**config.mk**
```make
export PLATFORM = sky130hd
export DESIGN_NAME = thc_temp
export DESIGN_NICKNAME = d
export VERILOG_FILES = /design/src/rtl/thc_pkg.sv /design/src/rtl/thc_temp.sv
export SDC_FILE = /design/constraint.sdc
export NUM_CORES = 2
export LEC_CHECK = 0
export BUFFER_PORTS_ARGS = -buffer_cell sky130_fd_sc_hd__buf_2
export CAP_MARGIN = 30
export CORE_UTILIZATION = 45
export DETAILED_ROUTE_END_ITERATION = 10
export PLACE_DENSITY = 0.68
export SLEW_MARGIN = 30
export SYNTH_ARGS = -nofsm -noshare
export SYNTH_HDL_FRONTEND = slang
export SYNTH_SLANG_ARGS = --single-unit
```
**constraint.sdc**
```tcl
create_clock -name clk -period 11.8 [get_ports clk]
set_input_delay 2.36 -clock clk [delete_from_list [all_inputs] [get_ports clk]]
set_output_delay 2.36 -clock clk [all_outputs]
set_load 0.01 [all_outputs]
```
**src/rtl/thc_pkg.sv**
```systemverilog
// thc_pkg: shared types, constants and arithmetic helpers for the
// temperature and humidity compensation pipeline
// no dependencies
`timescale 1ns / 1ps

package thc_pkg;

	localparam int RAW_T_W = 20;
	localparam int RAW_H_W = 16;
	localparam int TEMP_W  = 24;
	localparam int HUM_W   = 17;
	localparam int CFG_IDX_W = 3;
	localparam int CFG_DAT_W = 32;

	localparam int S_TDATA_W = 40;
	localparam int M_TDATA_W = 48;

	// register stages in the humidity segment, stage 4 up to the output register
	localparam int HUM_STAGES = 8;

	localparam logic [31:0] HUM_X_OFFSET   = 32'd76800;
	localparam logic [31:0] HUM_A_ROUND    = 32'd16384;
	localparam logic [31:0] HUM_C_OFFSET   = 32'd32768;
	localparam logic [31:0] HUM_E_OFFSET   = 32'd2097152;
	localparam logic [31:0] HUM_F_ROUND    = 32'd8192;
	localparam logic [31:0] HUM_CLAMP_MAX  = 32'd419430400;
	localparam logic [31:0] TEMP_ROUND     = 32'd128;

	typedef enum logic [CFG_IDX_W-1:0] {
		REG_TEMP_COEF_ONE      = 3'd0,
		REG_TEMP_COEF_TWO      = 3'd1,
		REG_TEMP_COEF_THREE    = 3'd2,
		REG_HUM_COEF_ONE       = 3'd3,
		REG_HUM_COEF_TWO       = 3'd4,
		REG_HUM_COEF_THREE     = 3'd5,
		REG_HUM_COEF_FOUR_FIVE = 3'd6,
		REG_HUM_COEF_SIX       = 3'd7
	} cfg_reg_t;

	typedef struct packed {
		logic [15:0] t1;
		logic [15:0] t2;
		logic [15:0] t3;
		logic [7:0]  h1;
		logic [15:0] h2;
		logic [7:0]  h3;
		logic [31:0] h45;
		logic [7:0]  h6;
	} coef_t;

	typedef struct packed {
		logic [31:0]        fine;
		logic [RAW_H_W-1:0] raw_h;
	} temp_out_t;

	function automatic logic [31:0] sx16(input logic [15:0] v);
		sx16 = {{16{v[15]}}, v};
	endfunction

	function automatic logic [31:0] sx8(input logic [7:0] v);
		sx8 = {{24{v[7]}}, v};
	endfunction

	function automatic logic [31:0] asr(input logic [31:0] v, input logic [4:0] s);
		logic signed [31:0] sv;
		sv = $signed(v);
		asr = $unsigned(sv >>> s);
	endfunction

	function automatic logic [31:0] mul32(input logic [31:0] a, input logic [31:0] b);
		mul32 = a * b;
	endfunction

endpackage

```
**src/rtl/thc_temp.sv**
```systemverilog
// thc_temp: stages 1 to 3, fine temperature from the raw temperature reading
// depends on thc_pkg
`timescale 1ns / 1ps

module thc_temp (
	input  logic                          clk,
	input  logic                          arst_n,
	input  thc_pkg::coef_t                coef,
	input  logic                          in_valid,
	output logic                          in_ready,
	input  logic [thc_pkg::RAW_T_W-1:0]   raw_t,
	input  logic [thc_pkg::RAW_H_W-1:0]   raw_h,
	output logic                          out_valid,
	input  logic                          out_ready,
	output thc_pkg::temp_out_t            out_data
);

	logic v_s1, v_s2, v_s3;
	logic adv_s1, adv_s2, adv_s3;

	logic [31:0] at_w, d_w;
	logic [31:0] p1m_s1, dd_s1;
	logic [31:0] p1_s2, p2m_s2;
	logic [31:0] fine_s3;
	logic [thc_pkg::RAW_H_W-1:0] raw_h_s1, raw_h_s2, raw_h_s3;

	assign adv_s3 = !v_s3 || out_ready;
	assign adv_s2 = !v_s2 || adv_s3;
	assign adv_s1 = !v_s1 || adv_s2;
	assign in_ready = adv_s1;

	assign at_w = {15'b0, raw_t[19:3]} - {15'b0, coef.t1, 1'b0};
	assign d_w  = {16'b0, raw_t[19:4]} - {16'b0, coef.t1};

	always_ff @(posedge clk or negedge arst_n) begin
		if (!arst_n) begin
			v_s1 <= 1'b0;
			v_s2 <= 1'b0;
			v_s3 <= 1'b0;
		end else begin
			if (adv_s1) v_s1 <= in_valid;
			if (adv_s2) v_s2 <= v_s1;
			if (adv_s3) v_s3 <= v_s2;
		end
	end

	always_ff @(posedge clk) begin
		if (adv_s1) begin
			p1m_s1   <= thc_pkg::mul32(at_w, thc_pkg::sx16(coef.t2));
			dd_s1    <= thc_pkg::mul32(d_w, d_w);
			raw_h_s1 <= raw_h;
		end
		if (adv_s2) begin
			p1_s2    <= thc_pkg::asr(p1m_s1, 5'd11);
			p2m_s2   <= thc_pkg::mul32(thc_pkg::asr(dd_s1, 5'd12), thc_pkg::sx16(coef.t3));
			raw_h_s2 <= raw_h_s1;
		end
		if (adv_s3) begin
			fine_s3  <= p1_s2 + thc_pkg::asr(p2m_s2, 5'd14);
			raw_h_s3 <= raw_h_s2;
		end
	end

	assign out_valid      = v_s3;
	assign out_data.fine  = fine_s3;
	assign out_data.raw_h = raw_h_s3;

`ifndef NO_ASSERTIONS
	a_accept_fills_s1: assert property (@(posedge clk) disable iff (!arst_n)
		in_valid && in_ready |=> v_s1)
		else $error("accepted transaction did not reach stage 1");
	a_bubble_ready: assert property (@(posedge clk) disable iff (!arst_n)
		!v_s3 |-> in_ready)
		else $error("input stalled while last stage is empty");
`endif

endmodule

```
# Word level (Yosys, flattened, before mapping)
# Index checks and enable logic that the tools add are counted.
word_totals:
  input_bits: 160
  latchBits: 0
  mem_count: 0
  out_inout_bits: 50
  ramBits: 0
  word_cells: 23
  regBits: 200
  mem_bits_ro: 0
op_classes:
  n_reduce_logical: 6
  bitwise_logic: 0
  multipliers: 3
  shift: 0
  n_eq_ne: 0
  n_div: 0
  n_mux: 0
  add_sub_neg: 3
  magnitude_cmp: 0
op_table:
  columns: ["cell", "n"]
  rows:
  - ["multiplier 17 x 17 -> 32 bit", 1]
  - ["multiplier 18 x 16 -> 32 bit", 1]
  - ["multiplier 20 x 16 -> 32 bit", 1]
  - ["adder 21 x 18 -> 22 bit", 1]
  - ["subtractor 17 x 17 -> 18 bit", 1]
  - ["subtractor 16 x 16 -> 17 bit", 1]
  - ["zero test 1 bit", 3]
  - ["logical OR 1 bit", 3]

# Longest topological paths before layout
depth:
  word_depth: 4
  depth_mapped: 35
  mapped_depth_nobuf: 34

# Worst setup path before layout
# No wires, ideal clock.
synth_timing:
  kind: "in2reg"
  startpoint: "input port raw_t[4] (netlist name)"
  endpoint: "register p1m_s1[31] (data pin)"
  cell_stages: 33
  path_buffers: 1
  t_required_ns: 11.532
  arrival_ns: 9.863
  path_slack_ns: 1.669
  setup_ns: 0.268
  cell_sequence: "inv_1 -> ha_1 -> fa_1 -> nor2b_1 -> o31a_1 -> o21ai_1 -> o21bai_1 -> a21o_1 -> a21o_1 -> xor2_1 -> clkbuf_1 -> nand2_1 -> fa_1 -> inv_1 -> fa_1 -> inv_1 -> fa_1 -> inv_1 -> fa_1 -> inv_1 -> fa_1 -> inv_1 -> fa_1 -> ha_1 -> a21o_1 -> a21o_1 -> a211o_1 -> a41o_1 -> a41oi_2 -> nor2b_1 -> o41a_1 -> xnor2_1 -> xnor3_1"
synth_between:
  elab_chain_cells: 2
synth_rtl:
  columns: ["item", "line_no", "text"]
  rows:
  - ["start: declaration", "thc_temp.sv:11", "input logic [thc_pkg::RAW_T_W-1:0] raw_t,"]
  - ["subtractor 17 x 17 -> 18 bit", "thc_temp.sv:32", "assign at_w = {15'b0, raw_t[19:3]} - {15'b0, coef.t1, 1'b0};"]
  - ["multiplier 18 x 16 -> 32 bit", "thc_pkg.sv:71", "mul32 = a * b;"]
  - ["end signal: assignment", "thc_temp.sv:49", "p1m_s1 <= thc_pkg::mul32(at_w, thc_pkg::sx16(coef.t2));"]
  - ["end: declaration", "thc_temp.sv:22", "logic [31:0] p1m_s1, dd_s1;"]
# No other way between the ends.
# A chain may end at the register's enable or synchronous reset.

# Final worst setup path
# Ends and elaborated chain as after synthesis.

==> flow_metrics.py <==
metrics = {
    "yosys": {
        "synthesis.instances": 3626,
        "synth.distinct_cells": 65,
        "most_used_dff_post_synth": "edfxtp_1",
        "synth-seq-cells": 153,
        "synth_sequential_area_ratio": 0.129,
        "synth_top_family_by_area": "adder cells",
        "synth.avg_cell_area_um2": 9.78,
        "synth_fa_ha_area_frac": 0.558,
        "post_synth_xor_area_fraction": 0.0361,
        "mappedNetlistArea_um2": 35500,
        "synthesis.nets": 4879,
        "yosys.area_share.simple": 0.117,
        "synth.mux.area_fraction": 0.000317,
        "number_of_synthesized_flops_with_an_enable_pin": 150,
        "postSynth.asyncResetShare": 0.0196,
        "synth_compound_gate_area_share": 0.0381,
        "synth_warn": 0,
    },
    "routing": {
        "via_per_instance_ratio": 4.96,
        "route.layer.met1.wl_um": 32800,
        "maxUsedRoutingLayer": "met4",
        "wl_um": 78200,
        "met2_length_um": 39900,
        "number_of_detailed_routing_iterations_run_before_antenna_repair": 5,
        "detailroute.wirelength.met3_um": 3930,
        "drc_errors": 0,
        "drt-wirelength-per-cell_um": 16.5,
        "drtIter0Drc": 1200,
        "drt.antenna.violating_nets": 0,
        "dr_total_vias": 23600,
    },
    "timing": {
        "report.final.hold_viol_count": 0,
        "least_margin_pin_slew_ns": 1.06,
        "timing.max_slew.rel_slack": 0.294,
        "setup_tns_ns": 0,
        "setup_violations": 0,
        "rsz0062_at_grt": "no",
        "max_clock_freq_mhz": 95.2,
        "finalMaxSlewViolations": 0,
        "layout_min_cycle_time_ns": 10.50,
        "finClkSkew_ns": 0.0162,
        "layout_worst_path_cycle_share": 0.890,
    },
    "clock_tree": {
        "clock_latency_ns": 0.45,
        "cts_made_buffers": 17,
        "cts-root-to-sink-buffers": 2,
        "count_of_hold_fix_buffers_inserted_at_cts": 0,
        "tritoncts_clock_tree": "yes",
        "ctsRootBufferMaster": "clkbuf_16",
        "htree_levels": 4,
        "numClockSinks": 153,
        "post_cts_setup_buffer_count": 0,
        "clk_pin_slew_ns": 0.07,
        "cts_resized": 0,
    },
    "global_route": {
        "grt_pass1_vias": 25900,
        "globalRouteTotalUtil": 0.212,
        "grt_first_pass_wirelength_um": 132000,
        "grt_antenna_before_repair": 2,
        "maximum_number_of_pins_on_one_net_before_global_route_repair": 42,
        "global_route.overflow_total": 0,
    },
    "worst_setup_path": {
        "critical_path_required_ns": 12.00,
        "cp-start-kind": "primary input",
        "crit_path_max_incr_delay_ns": 0.53,
        "type_of_the_setup_path_with_the_least_slack": "primary input to flip-flop",
        "arrival_ns": 10.70,
        "crit_slowest_cell": "fa_1",
        "reg2reg_depth": 22,
        "path_depth": 33,
        "library_cell_appearing_most_often_on_the_critical_path": "fa_1",
        "critPathMaxFanout": 26,
        "critPathCaptureType": "flip-flop",
        "path_buf_inv": 7,
        "critical_path.reg2reg.startpoint": "dd_s1[18]$_DFFE_PP_",
        "worst_r2r_endpoint": "p2m_s2[30]$_DFFE_PP_",
        "family_with_the_most_delay_on_the_worst_path": "adder cells",
        "rrSetupSlack_ns": 4.43,
    },
    "layout": {
        "layout.filler_cells": 7161,
        "flow.area_growth_from_synthesis_pct": 6.87,
        "multi_input_gate_area_um2": 26600,
        "nets": 4954,
        "drive_gt1_frac": 0.0644,
        "layout.area.seq_um2": 4580,
    },
    "place": {
        "placed_wire_length_estimate_after_detailed_placement_um": 64500,
        "port-buffer-count": 134,
        "gp_congestion": 0.854,
    },
    "worst_hold_path": {
        "timing.hold.worst.start": "raw_h_s2[13]$_DFFE_PP_",
        "worstHoldPathCells": 0,
        "min_to": "raw_h_s3[13]$_DFFE_PP_",
        "hp-class": "flip-flop to flip-flop",
    },
    "die": {
        "io-pin-count": 210,
        "starting_utilization_of_the_core_area": 0.456,
        "design.die.area_um2": 80000,
        "die_w_um": 283,
        "fp-row-count": 102,
        "die_h_um": 283,
        "core_region_area_um2": 77700,
    },
    "outcome": {
        "status": "completed",
    },
    "run": {
        "max_cap_violations": 0,
    },
}
[metrics by stage]
stage	area [um^2]	setup slack, ns	hold WS (ns)	instances	utilization
after floorplan	35500	1.67	0.400	3626	-
after global placement	37300	0.896	0.401	4720	0.480
after detailed placement	37300	0.849	0.405	4722	0.481
after CTS	37900	1.32	0.416	4754	0.488
after global routing	37900	0.928	0.417	4755	0.488
final	37900	1.30	0.413	4755	0.488
[final cells by class]
class                      instances  share of cell area
sequential                       153               0.121
tap                             1040              0.0343
antenna                            1           0.0000660
inverter                        1012               0.100
timing repair buffer             182              0.0274
clock inverter                    14             0.00343
multi-input combinational       2335               0.703
clock buffer                      18              0.0113
[flip-flops by register name, summed over array words and instances, names as in the netlist]
register,count
out_valid,1
p2m_s2,18
dd_s1,20
raw_h_s2,16
raw_h_s1,16
raw_h_s3,16
v_s1,1
p1_s2,21
v_s2,1
p1m_s1,21
fine_s3,22
[cell usage after synthesis, drive strengths merged (2+ instances only)]
cell,number,share of area
a211o,3,0.00074
a211oi,3,0.00063
a21boi,4,0.00085
a21o,30,0.0063
a21oi,64,0.0091
a221oi,2,0.00085
a31o,2,0.00049
a31oi,6,0.0011
a41o,2,0.00056
a41oi,2,0.00071
and2,208,0.037
and3,7,0.0012
buf,15,0.0028
clkbuf,111,0.012
clkinv,7,0.00074
dfrtp,3,0.0021
edfxtp,150,0.13
fa,816,0.46
ha,277,0.098
inv,1005,0.11
nand2,463,0.049
nand2b,33,0.0058
nand3,12,0.0017
nand3b,2,0.00042
nand4,8,0.0014
nand4b,3,0.00074
nor2,113,0.012
nor2b,24,0.0042
nor3,11,0.0016
o211ai,7,0.0015
o21a,14,0.0030
o21ai,33,0.0047
o21bai,11,0.0023
o311ai,3,0.00095
o31a,2,0.00049
o31ai,6,0.0013
or2,4,0.00071
or3,2,0.00035
xnor2,100,0.025
xor2,42,0.011
[routing by layer]
| layer | GRT usage | vias to the layer above |
|---|---|---|
| met4 | 0.0510 | 0 |
| met3 | 0.0227 | 105 |
| li1 | - | 10700 |
| met1 | 0.280 | 12100 |
| met2 | 0.373 | 620 |
| met5 | 0 | - |
[cell families after synthesis]
| logic type | count (synthesis) |
|---|---|
| buffers and inverters | 1138 |
| adders and majority gates | 1093 |
| and+or+nand+nor | 894 |
| AOI/OAI and AO/OA | 204 |
| DFF | 153 |
| xor gates and xnor gates | 143 |
| muxes | 1 |
[how the worst max path moves through the flow]
stage | from | end | slack, ns
2_1_floorplan | raw_t[4] | p1m_s1[31]$_DFFE_PP_ | 1.67
3_3_place_gp | coef[104] | p1m_s1[31]$_DFFE_PP_ | 0.90
3_5_place_dp | raw_t[4] | p1m_s1[31]$_DFFE_PP_ | 0.85
4_1_cts | raw_t[4] | p1m_s1[31]$_DFFE_PP_ | 1.32
5_1_grt | raw_t[4] | dd_s1[30]$_DFFE_PP_ | 0.93
6_report | raw_t[4] | p1m_s1[31]$_DFFE_PP_ | 1.30
[cells in the final DEF, fill, tap and decap left out, types with 30 or more instances in the layout]
cell      synthesis  final
nand2_1         463    463
buf_2             0    134
ha_1            277    277
fa_1            816    816
a21o_1           30     30
a21oi_1          63     62
nor2_1          113    113
xnor2_1          99     97
edfxtp_1        150    150
inv_1          1003   1002
nand2b_1         33     32
buf_4            11     46
xor2_1           41     38
and2_1          208    208
[worst reg2reg max path, cell delays in order, from the launching register on]
cell,delay (ns)
edfxtp_1,0.90
nand2_1,0.17
fa_1,0.54
inv_1,0.06
fa_1,0.51
inv_1,0.06
fa_1,0.52
inv_1,0.05
fa_1,0.47
inv_1,0.05
fa_1,0.47
inv_1,0.05
fa_1,0.44
ha_1,0.36
a211o_1,0.30
a21oi_1,0.14
nand2_1,0.10
o311ai_2,0.40
o21ai_1,0.25
a221oi_2,0.47
o21ai_0,0.18
and2_1,0.17
xor2_1,0.46
Power is not shown: default switching activity piles up to over one toggle a cycle in this logic, so the estimate is an artifact.
