==> config.mk <==
export PLATFORM = sky130hd
export DESIGN_NAME = thc_cfg
export DESIGN_NICKNAME = d
export VERILOG_FILES = /design/src/rtl/thc_pkg.sv /design/src/rtl/thc_cfg.sv
export SDC_FILE = /design/constraint.sdc
export NUM_CORES = 1
export LEC_CHECK = 0
export ABC_AREA = 1
export BUFFER_PORTS_ARGS = -buffer_cell sky130_fd_sc_hd__buf_2
export CORE_ASPECT_RATIO = 1.5
export CORE_UTILIZATION = 30
export CTS_BUF_LIST = sky130_fd_sc_hd__clkbuf_4 sky130_fd_sc_hd__clkbuf_8
export DETAILED_ROUTE_END_ITERATION = 16
export PLACE_DENSITY_LB_ADDON = 0.25
export SETUP_SLACK_MARGIN = 0.3
export SLEW_MARGIN = 20
export SYNTH_ARGS = -nofsm -noshare
export SYNTH_HDL_FRONTEND = slang
export SYNTH_SLANG_ARGS = --single-unit
==> constraint.sdc <==
create_clock -name clk -period 1.7 [get_ports clk]
set_clock_uncertainty 0.1 [all_clocks]
set_input_delay 0.085 -clock clk [delete_from_list [all_inputs] [get_ports clk]]
set_output_delay 0.085 -clock clk [all_outputs]
set_load 0.05 [all_outputs]
==> src/rtl/thc_pkg.sv <==
// thc_pkg: shared types, constants and arithmetic helpers for the
// temperature and humidity compensation pipeline
// no dependencies
`timescale 1ns / 1ps

package thc_pkg;

	localparam int RAW_T_W = 20;
	localparam int RAW_H_W = 16;
	localparam int TEMP_W  = 24;
	localparam int HUM_W   = 17;
	localparam int CFG_IDX_W = 3;
	localparam int CFG_DAT_W = 32;

	localparam int S_TDATA_W = 40;
	localparam int M_TDATA_W = 48;

	// register stages in the humidity segment, stage 4 up to the output register
	localparam int HUM_STAGES = 8;

	localparam logic [31:0] HUM_X_OFFSET   = 32'd76800;
	localparam logic [31:0] HUM_A_ROUND    = 32'd16384;
	localparam logic [31:0] HUM_C_OFFSET   = 32'd32768;
	localparam logic [31:0] HUM_E_OFFSET   = 32'd2097152;
	localparam logic [31:0] HUM_F_ROUND    = 32'd8192;
	localparam logic [31:0] HUM_CLAMP_MAX  = 32'd419430400;
	localparam logic [31:0] TEMP_ROUND     = 32'd128;

	typedef enum logic [CFG_IDX_W-1:0] {
		REG_TEMP_COEF_ONE      = 3'd0,
		REG_TEMP_COEF_TWO      = 3'd1,
		REG_TEMP_COEF_THREE    = 3'd2,
		REG_HUM_COEF_ONE       = 3'd3,
		REG_HUM_COEF_TWO       = 3'd4,
		REG_HUM_COEF_THREE     = 3'd5,
		REG_HUM_COEF_FOUR_FIVE = 3'd6,
		REG_HUM_COEF_SIX       = 3'd7
	} cfg_reg_t;

	typedef struct packed {
		logic [15:0] t1;
		logic [15:0] t2;
		logic [15:0] t3;
		logic [7:0]  h1;
		logic [15:0] h2;
		logic [7:0]  h3;
		logic [31:0] h45;
		logic [7:0]  h6;
	} coef_t;

	typedef struct packed {
		logic [31:0]        fine;
		logic [RAW_H_W-1:0] raw_h;
	} temp_out_t;

	function automatic logic [31:0] sx16(input logic [15:0] v);
		sx16 = {{16{v[15]}}, v};
	endfunction

	function automatic logic [31:0] sx8(input logic [7:0] v);
		sx8 = {{24{v[7]}}, v};
	endfunction

	function automatic logic [31:0] asr(input logic [31:0] v, input logic [4:0] s);
		logic signed [31:0] sv;
		sv = $signed(v);
		asr = $unsigned(sv >>> s);
	endfunction

	function automatic logic [31:0] mul32(input logic [31:0] a, input logic [31:0] b);
		mul32 = a * b;
	endfunction

endpackage

==> src/rtl/thc_cfg.sv <==
// thc_cfg: calibration coefficient register file with its write channel
// depends on thc_pkg
`timescale 1ns / 1ps

module thc_cfg (
	input  logic                           clk,
	input  logic                           arst_n,
	input  logic                           cfg_valid,
	output logic                           cfg_ready,
	input  logic [thc_pkg::CFG_IDX_W-1:0]  cfg_index,
	input  logic [thc_pkg::CFG_DAT_W-1:0]  cfg_data,
	output thc_pkg::coef_t                 coef
);

	thc_pkg::coef_t coef_q;

	assign cfg_ready = 1'b1;
	assign coef = coef_q;

	always_ff @(posedge clk or negedge arst_n) begin
		if (!arst_n) begin
			coef_q <= '0;
		end else if (cfg_valid && cfg_ready) begin
			unique case (thc_pkg::cfg_reg_t'(cfg_index))
				thc_pkg::REG_TEMP_COEF_ONE:      coef_q.t1  <= cfg_data[15:0];
				thc_pkg::REG_TEMP_COEF_TWO:      coef_q.t2  <= cfg_data[15:0];
				thc_pkg::REG_TEMP_COEF_THREE:    coef_q.t3  <= cfg_data[15:0];
				thc_pkg::REG_HUM_COEF_ONE:       coef_q.h1  <= cfg_data[7:0];
				thc_pkg::REG_HUM_COEF_TWO:       coef_q.h2  <= cfg_data[15:0];
				thc_pkg::REG_HUM_COEF_THREE:     coef_q.h3  <= cfg_data[7:0];
				thc_pkg::REG_HUM_COEF_FOUR_FIVE: coef_q.h45 <= cfg_data[31:0];
				thc_pkg::REG_HUM_COEF_SIX:       coef_q.h6  <= cfg_data[7:0];
				default:                         coef_q     <= coef_q;
			endcase
		end
	end

endmodule

; After elaboration in Yosys (flattened, before gate mapping)
; Index checks and enable logic that the tools add are counted.
[totals]
word_cells = 24
reg_bits = 120
[classes]
n_eq_ne = 7
reduce_logical = 9
[ops]
columns = cell, n
row1 = AND reduction 2 bit, 8
row2 = "equality test 3 bit, second input constant", 4
row3 = "equality test 3 x 2 -> 1 bit, second input constant", 2
row4 = "equality test 3 x 1 -> 1 bit, second input constant", 1
row5 = logical NOT 3 bit, 1

; Longest topological paths before layout
; Gate-level depths: netlist of run 1.
[depth]
word_depth = 2
depth_mapped = 7
ltp_nobuf = 5

; Least setup slack after synthesis of run 1
; OpenSTA, ideal clock, no wires.
[synth_path]
kind = input-to-reg
start = input port cfg_index[2] (netlist name)
end = register coef_q, in the netlist coef[53]
path_buffers = 2
path_stages = 7
required_time_ps = 1481
t_arrival_ps = 820
slack_ps = 661
path_cell_list = nand2_1 inv_1 buf_2 nand2_1 buf_2 nand2_1 nand2_1
[synth_between]
elab_chain_cells = 2
[synth_lines]
columns = element, line_no
row1 = start: declaration, thc_cfg.sv:10  ; input logic [thc_pkg::CFG_IDX_W-1:0] cfg_index,
row2 = equality test 3 bit, thc_cfg.sv:24  ; unique case (thc_pkg::cfg_reg_t'(cfg_index))
row3 = AND reduction 2 bit (no source line), --
row4 = end signal: assignment, thc_cfg.sv:33  ; default: coef_q <= coef_q;
row5 = end: declaration, thc_cfg.sv:15  ; thc_pkg::coef_t coef_q;
; Every way passes these cells.
; A chain may end at the register's enable or synchronous reset.

; Final worst setup path of run 1
[layout_path]
start = input port cfg_valid
end = register coef_q, in the netlist coef[111]
[layout_between]
elab_chain_cells = 1
[layout_lines]
columns = element, line_no
row1 = start: declaration, thc_cfg.sv:8  ; input logic cfg_valid,
row2 = AND reduction 2 bit (no source line), --
; Every way passes these cells.

==> summary.md, run 1 <==
| Metric | Value |
|---|---|
| Run status | finished clean |
| Hold crit path type | input port to flop |
| Final min period | 1.32 ns |
| Setup bufs post-CTS | 0 |
| Sequential Power Share | 37.7% |
| Finish-stage setup viols | 0 |
| Setup crit end kind | flop |
| Syn Nets | 577 |
| Initial antenna violation count | 0 |
| Largest register FFs | 120 |
| CP max FO | 16 |
| Synth Instances | 539 |
| Largest net degree at the start of global routing | 59 |
| Reg-to-reg startpoint | coef[116] |
| Worst Tran Pin Value | 0.591 ns |
| Reg2Reg Depth | 2 |
| Post-synthesis sequential area ratio | 63.9% |
| DR pass1 iterations | 5 |
| TNS Setup | 0 ns |
| First-pass GRT wire length | 23700 um |
| Sw Ratio | 41.9% |
| Area grow syn2layout | 38.0% |
| Vias/cell | 4.52 |
| Total number of vias | 4257 |
| GRT Total Usage | 19.4% |
| Num rows | 55 |
| Final wirelength | 15000 um |
| CTS tree | done |
| Hold path endpoint | coef[67] |
| WL per Instance | 15.9 um |
| CORE AREA | 0.0152 mm2 |
| Clk pwr share | 27.7% |
| Number of max-cap violations | 0 |
| CTS sink cnt | 120 |
| Layout Cell Area excl Fill | 0.00649 mm2 |
| Period utilization | 77.8% |
| Die area | 0.0162 mm2 |
| # DRC | 0 |
| Inserted Clock Buffers | 17 |
| Worst rel slew slack | 60.5% |
| Ys Warns | 0 |
| Root buf cell | clkbuf_8 |
| Layout cells sized above 1 | 27.8% |
| Crit-path max cell delay | 0.52 ns |
| Mapped Avg Cell Area | 8.72 um2 |
| Crit path from | cfg_valid |
| CP startpoint kind | input port |
| Net count, final | 768 |
| Min-delay src | cfg_index[2] |
| Crit-path cells | dlygate4sd3_1 -> buf_2 -> inv_1 -> nor2_4 -> nand2_1 -> nand2_1 -> nand2_1 |
| Type of the worst setup path | input port to flop |
| Worst slack after detailed placement | 0.403 ns |
| Worst vdd ir | 0.560 mV |
| Filler cell count | 1560 |
| Hold_ws | 0.0552 ns |
| Internal power | 5.69 mW |
| Switching pwr | 4.10 mW |
| H-tree levels | 4 |
| Cell mode on critical path | nand2_1 |
| Clock Pin Slew Worst Setup and Hold Paths | 0.07 ns |
| Vias in the first global route | 4264 |
| Worst Path Arrival | 1.52 ns |
| Initial core utilization | 30.9% |
| Worst setup margin | 0.377 ns |
| Gpl congestion | 0.747 |
| I/O pins | 159 |
| FF-to-FF setup slack | 0.95 ns |
| Die height | 155 um |
| Required time worst endpoint | 1.90 ns |
| Reg-to-reg endpoint | coef[116] |
| # diodes | 0 |
| RSZ-0062 raised after global routing | true |
| Final hold violations | 0 |
| Number of port buffers | 157 |
| Max Buffers Root-to-Sink | 2 |
| Worst-path cell with the longest stage delay | dlygate4sd3_1 |
| Gr ovfl total | 0 |
| ANT nets after route | 0 |
| Detailed Route Iter0 Violations | 216 |
| Die Width | 104 um |
| PwrDens | 1510 mW/mm2 |
| Peak Freq | 756 MHz |
| Clk Latency, worst-skew pair | 0.42 ns |
| Distinct cells, synth | 15 |
| P_leak | 3.71 nW |
| Worst hold stages | 6 |
| Placed cell area | 0.00571 mm2 |
| Post-DP HPWL | 9880 um |
| Slew Limit Fails | 0 |
| Overall Power | 9.79 mW |
| Post-synthesis cell area | 0.00470 mm2 |
| Synthesized flop and latch total | 120 |
| Comb pwr share | 34.6% |
-- cell type report --
class | instances | area [um2] | area share [%]
clock buffer | 23 | 298 | 4.59
clock inverter | 8 | 120 | 1.85
inverter | 6 | 22.5 | 0.347
multi-input combinational | 382 | 1550 | 23.8
sequential | 120 | 3000 | 46.3
tap | 199 | 249 | 3.84
timing repair buffer | 203 | 1250 | 19.3
-- per-layer routing --
layer / vias up / global-route usage [%] / share of wire [%]
met5: - / 0 / 0
met4: 0 / 8.98 / 2.9
met3: 35 / 3.94 / 4.3
met2: 136 / 35.0 / 54
met1: 2035 / 21.9 / 39
li1: 2051 / - / -
-- power groups by stage --
stage | Combinational [mW] | Clock (mW) | Sequential [mW]
2_1_floorplan | 0.516 | 0 | 5.62
3_3_place_gp | 3.31 | 0 | 3.73
3_5_place_dp | 3.35 | 0 | 3.74
4_1_cts | 3.41 | 2.80 | 3.70
5_1_grt | 3.57 | 2.92 | 3.76
6_report | 3.38 | 2.71 | 3.69
-- synth_stat cells --
master / count / share of area [%]
buf_1: 1 / 0.080
buf_2: 8 / 0.85
buf_4: 1 / 0.16
buf_6: 1 / 0.24
clkbuf_1: 14 / 1.1
clkbuf_2: 6 / 0.64
conb_1: 1 / 0.080
dfrtp_1: 120 / 64
inv_1: 6 / 0.48
nand2_1: 308 / 25
nand2_2: 1 / 0.13
nand3_1: 64 / 6.8
nor2_1: 4 / 0.32
nor2_2: 3 / 0.40
nor2_4: 1 / 0.24
-- layout by cell type (no fill, tap or decap), drive strengths merged --
| cell | instances |
|---|---|
| nand2 | 309 |
| buf | 168 |
| dfrtp | 120 |
| nand3 | 64 |
| dlygate4sd3 | 35 |
| clkbuf | 23 |
| nor2 | 8 |
| inv | 6 |
| bufinv | 3 |
| clkinv | 3 |
| clkinvlp | 2 |
| conb | 1 |
-- worst max-delay path, delay by kind of cell --
family | cells | cell delay [ns]
and+or+nand+nor | 4 | 0.73
buffers and inverters | 3 | 0.70
-- metrics by stage --
step	cells	util (%)
after detailed placement	875	37.5
after global routing	941	42.7
final	941	42.7
after CTS	941	42.6
after global placement	875	37.5
after floorplan	539	-
-- cells by family (layout without fill, tap and decap cells) --
| logic type | Yosys count | in the layout | synth area share (%) |
|---|---|---|---|
| simple gates | 381 | 381 | 32.5 |
| flops | 120 | 120 | 63.9 |
| buf+inv | 37 | 240 | 3.57 |
| other cells | 1 | 1 | 0.0798 |
-- timing repair --
action | CTS | global route
setup endpoints to repair | 0 | 64
hold endpoints to repair | 239 | 0
resized for setup | 0 | 3
hold buffers | 35 | 0
-- worst max path at each step --
stage | end | slack (ns)
after floorplan | coef[53] | 0.66
after global placement | coef[51] | 0.41
after detailed placement | coef[63] | 0.40
after CTS | coef[54] | 0.33
after global routing | coef[110] | 0.29
final | coef[111] | 0.38
No activity file was read; power rests on OpenSTA's default activity.
==> run 2, diff against run 1 <==
==> constraint.sdc (replaced) <==
create_clock -name clk -period 1.2 [get_ports clk]
set_clock_uncertainty 0.1 [all_clocks]
set_input_delay 0.06 -clock clk [delete_from_list [all_inputs] [get_ports clk]]
set_output_delay 0.06 -clock clk [all_outputs]
set_load 0.05 [all_outputs]
==> run 2 against run 1 <==
Net effect:
- setup slack lost 0.34 ns
- the run now ends with negative hold slack left
- cell count is 3.0% higher
- largest cell class unchanged
- first-iteration DRC count shrank 8.3%
- power is 57% higher
- via count is 3.1% higher
- design area increased by 20%
- clock power is 31% higher
- critical path depth shrank 6
- hold slack worse by 0.076 ns
==> summary.md, run 2 (synthesis gave the netlist of run 1 again) <==
| Metric | Value |
|---|---|
| Run status | complete, but fails checks |
| Failing checks | negative hold slack |
| I/O pins | 159 |
| Max Buffers Root-to-Sink | 2 |
| Number of max-cap violations | 0 |
| Clk pwr share | 23.1% |
| TNS Setup | 0 ns |
| Clk Latency, worst-skew pair | 0.41 ns |
| Reg-to-reg startpoint | coef[75] |
| Area grow syn2layout | 65.8% |
| Worst vdd ir | 0.848 mV |
| Number of port buffers | 157 |
| DR pass1 iterations | 4 |
| Critical path depth in cells | 1 |
| Initial core utilization | 30.9% |
| Crit-path max cell delay | 0.43 ns |
| Hold_ws | -0.0203 ns |
| End of the critical path | coef[58] |
| # diodes | 0 |
| Largest net degree at the start of global routing | 41 |
| CORE AREA | 0.0152 mm2 |
| Total number of vias | 4387 |
| Die area | 0.0162 mm2 |
| Switching pwr | 6.12 mW |
| Final wirelength | 15200 um |
| Die Width | 104 um |
| Reg-to-reg endpoint | coef[75] |
| ANT nets after route | 0 |
| Sequential Power Share | 36.5% |
| WL per Instance | 15.7 um |
| Initial antenna violation count | 0 |
| Vias/cell | 4.53 |
| FF-to-FF setup slack | 0.21 ns |
| CTS sink cnt | 120 |
| Gr ovfl total | 0 |
| Die height | 155 um |
| Detailed Route Iter0 Violations | 198 |
| Clock Pin Slew Worst Setup and Hold Paths | 0.07 ns |
| Peak Freq | 862 MHz |
| Period utilization | 96.7% |
| Comb pwr share | 40.4% |
| Layout cells sized above 1 | 47.0% |
| Root buf cell | clkbuf_8 |
| Gpl congestion | 0.757 |
| P_leak | 3.94 nW |
| Final min period | 1.16 ns |
| Inserted Clock Buffers | 17 |
| Finish-stage setup viols | 0 |
| Hold-fix buffers at CTS | 33 |
| Internal power | 9.25 mW |
| Reg2Reg Depth | 4 |
| Worst-path cell with the longest stage delay | dfrtp_2 |
| Largest register FFs | 120 |
| Setup crit end kind | output port |
| Required time worst endpoint | 1.04 ns |
| Post-DP HPWL | 10200 um |
| CTS tree | done |
| Slew Limit Fails | 0 |
| H-tree levels | 4 |
| Hold crit path type | input port to flop |
| Bufs and invs on worst path | 1 |
| Sw Ratio | 39.8% |
| CP max FO | 2 |
| CP startpoint kind | flop |
| # DRC | 0 |
| Num rows | 55 |
| Net count, final | 797 |
| GRT Total Usage | 19.5% |
| First-pass GRT wire length | 23900 um |
| Vias in the first global route | 4415 |
| RSZ-0062 raised after global routing | true |
| Crit path from | coef[58] |
| PwrDens | 1970 mW/mm2 |
| CP delay by family, top | flip-flops |
| Type of the worst setup path | flop to output port |
| Most frequent cells in the layout | 300 x nand2_1, 119 x dfrtp_2, 86 x buf_6 |
| Commonest non-fill, non-tap cell in the layout | nand2_1 |
| Final hold violations | 14 |
| Crit-path cells | buf_8 |
| Worst Path Arrival | 1.00 ns |
[run 2: cell types whose count changed in the layout (fill, tap and decap cells not counted), moves of 22 or more]
cell	before	now
buf_2	156	36
buf_4	9	31
buf_6	1	86
buf_8	0	40
dfrtp_1	120	1
dfrtp_2	0	119
[run 2: area by class of cell]
type,instances,area (um2)
sequential,120,3150
timing repair buffer,232,2430
fill,1409,7410
inverter,6,22.5
clock inverter,9,101
tap,199,249
clock buffer,21,277
multi-input combinational,382,1560
[run 2: power groups by stage]
stage	logic [mW]	clock network, mW	registers [mW]
global route	6.50	3.84	5.71
finish	6.21	3.55	5.61
global placement	4.72	0	5.42
CTS	5.98	3.64	5.56
detailed placement	4.77	0	5.44
floorplan	0.740	0	8.13
[run 2: repair_timing]
item                                    CTS  global route
hold endpoints to repair                240             6
pin swaps                                 0             8
resized for setup                       244            48
endpoints found under the setup margin  120           127
buffers inserted                         18             5
[run 2: worst min path at each step]
stage | startpoint | to | cells after the start
2_1_floorplan | arst_n | coef[0] | 0
3_3_place_gp | arst_n | coef[3] | 1
3_5_place_dp | arst_n | coef[2] | 1
4_1_cts | cfg_valid | coef[65] | 5
5_1_grt | cfg_valid | coef[71] | 5
6_report | cfg_valid | coef[65] | 5
[run 2: tightest hold or removal path: stages]
cell     delay (ns)
buf_2          0.11
nand2_1        0.06
nor2_1         0.11
nand2_1        0.08
nand2_1        0.04
[run 2: routing by layer]
layer,up-vias,global-route usage (%),share of wire (%)
met4,0,7.07,1.4
li1,2107,-,-
met1,2141,22.6,40
met2,128,35.0,55
met3,11,4.36,4.4
met5,-,0,0
[run 2: stage by stage]
step                setup slack (ns)  instances  area [um2]  total power [mW]  util, %
CTS                          0.00282        964        7590              15.2     49.9
finish                        0.0395        969        7800              15.4     51.3
detailed placement           -0.0300        883        5980              10.2     39.3
floorplan                      0.268        539        4890              8.87        -
global placement              0.0315        883        5980              10.1     39.3
global route                 -0.0184        969        7800              16.1     51.3
==> run 3, diff against run 2 <==
--- a/config.mk
+++ b/config.mk
@@ -7,7 +7,6 @@
 export LEC_CHECK = 0
 export ABC_AREA = 1
 export BUFFER_PORTS_ARGS = -buffer_cell sky130_fd_sc_hd__buf_2
-export CORE_ASPECT_RATIO = 1.5
 export CORE_UTILIZATION = 30
 export CTS_BUF_LIST = sky130_fd_sc_hd__clkbuf_4 sky130_fd_sc_hd__clkbuf_8
 export DETAILED_ROUTE_END_ITERATION = 16
==> constraint.sdc (replaced) <==
create_clock -name clk -period 1.1 [get_ports clk]
set_clock_uncertainty 0.1 [all_clocks]
set_input_delay 0.055 -clock clk [delete_from_list [all_inputs] [get_ports clk]]
set_output_delay 0.055 -clock clk [all_outputs]
set_load 0.05 [all_outputs]
==> run 3 against run 2 <==
Net effect:
- cell count up 0.41%
- the run ends with negative hold slack, negative setup slack left
- power up 11%
- global-route usage down 0.13 points
- critical path type unchanged
- largest cell class unchanged
- critical endpoint is now coef[105]
- die area about the same
==> summary.md, run 3 (synthesis gave the netlist of run 1 again) <==
| Metric | Value |
|---|---|
| Final wirelength | 15100 um |
| Vias in the first global route | 4294 |
| First-pass GRT wire length | 23400 um |
| Max Buffers Root-to-Sink | 2 |
| Commonest non-fill, non-tap cell in the layout | nand2_1 |
| CP startpoint kind | flop |
| ANT nets after route | 0 |
| Most frequent cells in the layout | 286 x nand2_1, 128 x buf_6, 119 x dfrtp_2 |
| Bufs and invs on worst path | 1 |
| Total number of vias | 4375 |
| Crit-path cells | buf_6 |
| H-tree levels | 4 |
| Finish-stage setup viols | 120 |
| RSZ-0062 raised after global routing | true |
| PwrDens | 2190 mW/mm2 |
| Run status | complete, but fails checks |
| Net count, final | 787 |
| Gpl congestion | 0.779 |
| Type of the worst setup path | flop to output port |
| Die Width | 127 um |
| Detailed Route Iter0 Violations | 242 |
| # diodes | 0 |
| Vias/cell | 4.50 |
| Setup crit end kind | output port |
| Inserted Clock Buffers | 17 |
| Hold_ws | -0.0883 ns |
| Final min period | 1.18 ns |
| Largest net degree at the start of global routing | 42 |
| DR pass1 iterations | 5 |
| Crit-path max cell delay | 0.43 ns |
| Period utilization | 108% |
| CTS sink cnt | 120 |
| # DRC | 0 |
| Initial core utilization | 30.8% |
| Num rows | 45 |
| Hold-fix buffers at CTS | 33 |
| Layout cells sized above 1 | 48.7% |
| Clock Pin Slew Worst Setup and Hold Paths | 0.08 ns |
| CP max FO | 2 |
| CTS tree | done |
| Initial antenna violation count | 0 |
| Worst-path cell with the longest stage delay | dfrtp_2 |
| Worst setup margin | -0.0830 ns |
| Largest register FFs | 120 |
| Root buf cell | clkbuf_8 |
| Number of port buffers | 157 |
| Worst Path Arrival | 1.03 ns |
| I/O pins | 159 |
| Peak Freq | 845 MHz |
| CORE AREA | 0.0153 mm2 |
| P_leak | 3.91 nW |
| Failing checks | negative hold slack, negative setup slack |
| Worst slack after detailed placement | -0.0470 ns |
| CP delay by family, top | flip-flops |
| WL per Instance | 15.5 um |
| Slew Limit Fails | 0 |
| Dpl cells | 893 |
| Reg-to-reg startpoint | coef[26] |
| Hold crit path type | input port to asynchronous set/reset pin |
| GRT Total Usage | 19.3% |
| Post-Layout Cell Count | 973 |
| Post-DP HPWL | 9940 um |
| Clk Latency, worst-skew pair | 0.44 ns |
| Required time worst endpoint | 0.94 ns |
| Number of max-cap violations | 0 |
| Die area | 0.0162 mm2 |
| Area grow syn2layout | 65.3% |
| Crit path from | coef[105] |
| Final hold violations | 8 |
| Die height | 127 um |
| Gr ovfl total | 0 |
| Worst vdd ir | 0.840 mV |
==> run 3: cell count changes in the layout (fill, tap and decap cells not counted), sizes merged <==
cell,previous run,this run
clkinvlp,1,5
bufinv,2,4
buf,199,187
inv,6,9
clkinv,6,1
==> run 3: area by class of cell <==
class	instances	area [um2]
Sequential cell	120	3150
Multi-Input combinational cell	382	1620
Clock buffer	19	262
Clock inverter	13	193
Fill cell	1390	7490
Timing Repair Buffer	222	2260
Inverter	6	25.0
Tap cell	211	264
==> run 3: metrics by stage <==
step | cell area [um2] | power (mW) | utilization (%) | setup TNS (ns)
finish | 7770 | 17.0 | 50.9 | -7.32
global route | 7770 | 17.8 | 50.9 | -14.78
detailed placement | 6050 | 11.1 | 39.6 | -0.367
global placement | 6050 | 11.0 | 39.6 | -0.00690
CTS | 7650 | 17.0 | 50.1 | -12.26
floorplan | 4980 | 9.63 | - | 0
==> run 3: power breakdown <==
group | leakage (nW) | total, mW | switching (mW) | internal [mW]
Sequential | 1.36 | 6.04 | 0.647 | 5.39
Clock | 0.212 | 4.49 | 1.87 | 2.61
Combinational | 2.33 | 6.49 | 4.25 | 2.24
==> run 3: routing by layer <==
layer | GRT usage, % | routed length (um) | up-vias
li1 | - | - | 2085
met1 | 23.4 | 6090 | 2110
met2 | 32.4 | 7650 | 162
met3 | 6.53 | 1090 | 18
met4 | 6.58 | 221 | 0
met5 | 0 | 0 | -
==> run 3: path summary, 6_finish.rpt <==
path	to	slack, ns	depth (start not counted)
worst max-delay path	coef[105]	-0.08	1
worst min register to register	coef[1]	0.39	2
min in group clk	coef[118]	0	5
worst min-delay path	coef[58]	-0.09	2
worst max register to register	coef[26]	0.21	3
max in group asynchronous	coef[33]	0.49	3
==> run 3: repair_timing <==
item	in CTS	in global routing
gates resized for setup	242	24
setup buffers	8	7
endpoints found under the hold margin	240	15
pin swaps	6	11
endpoints found under the setup margin	120	132
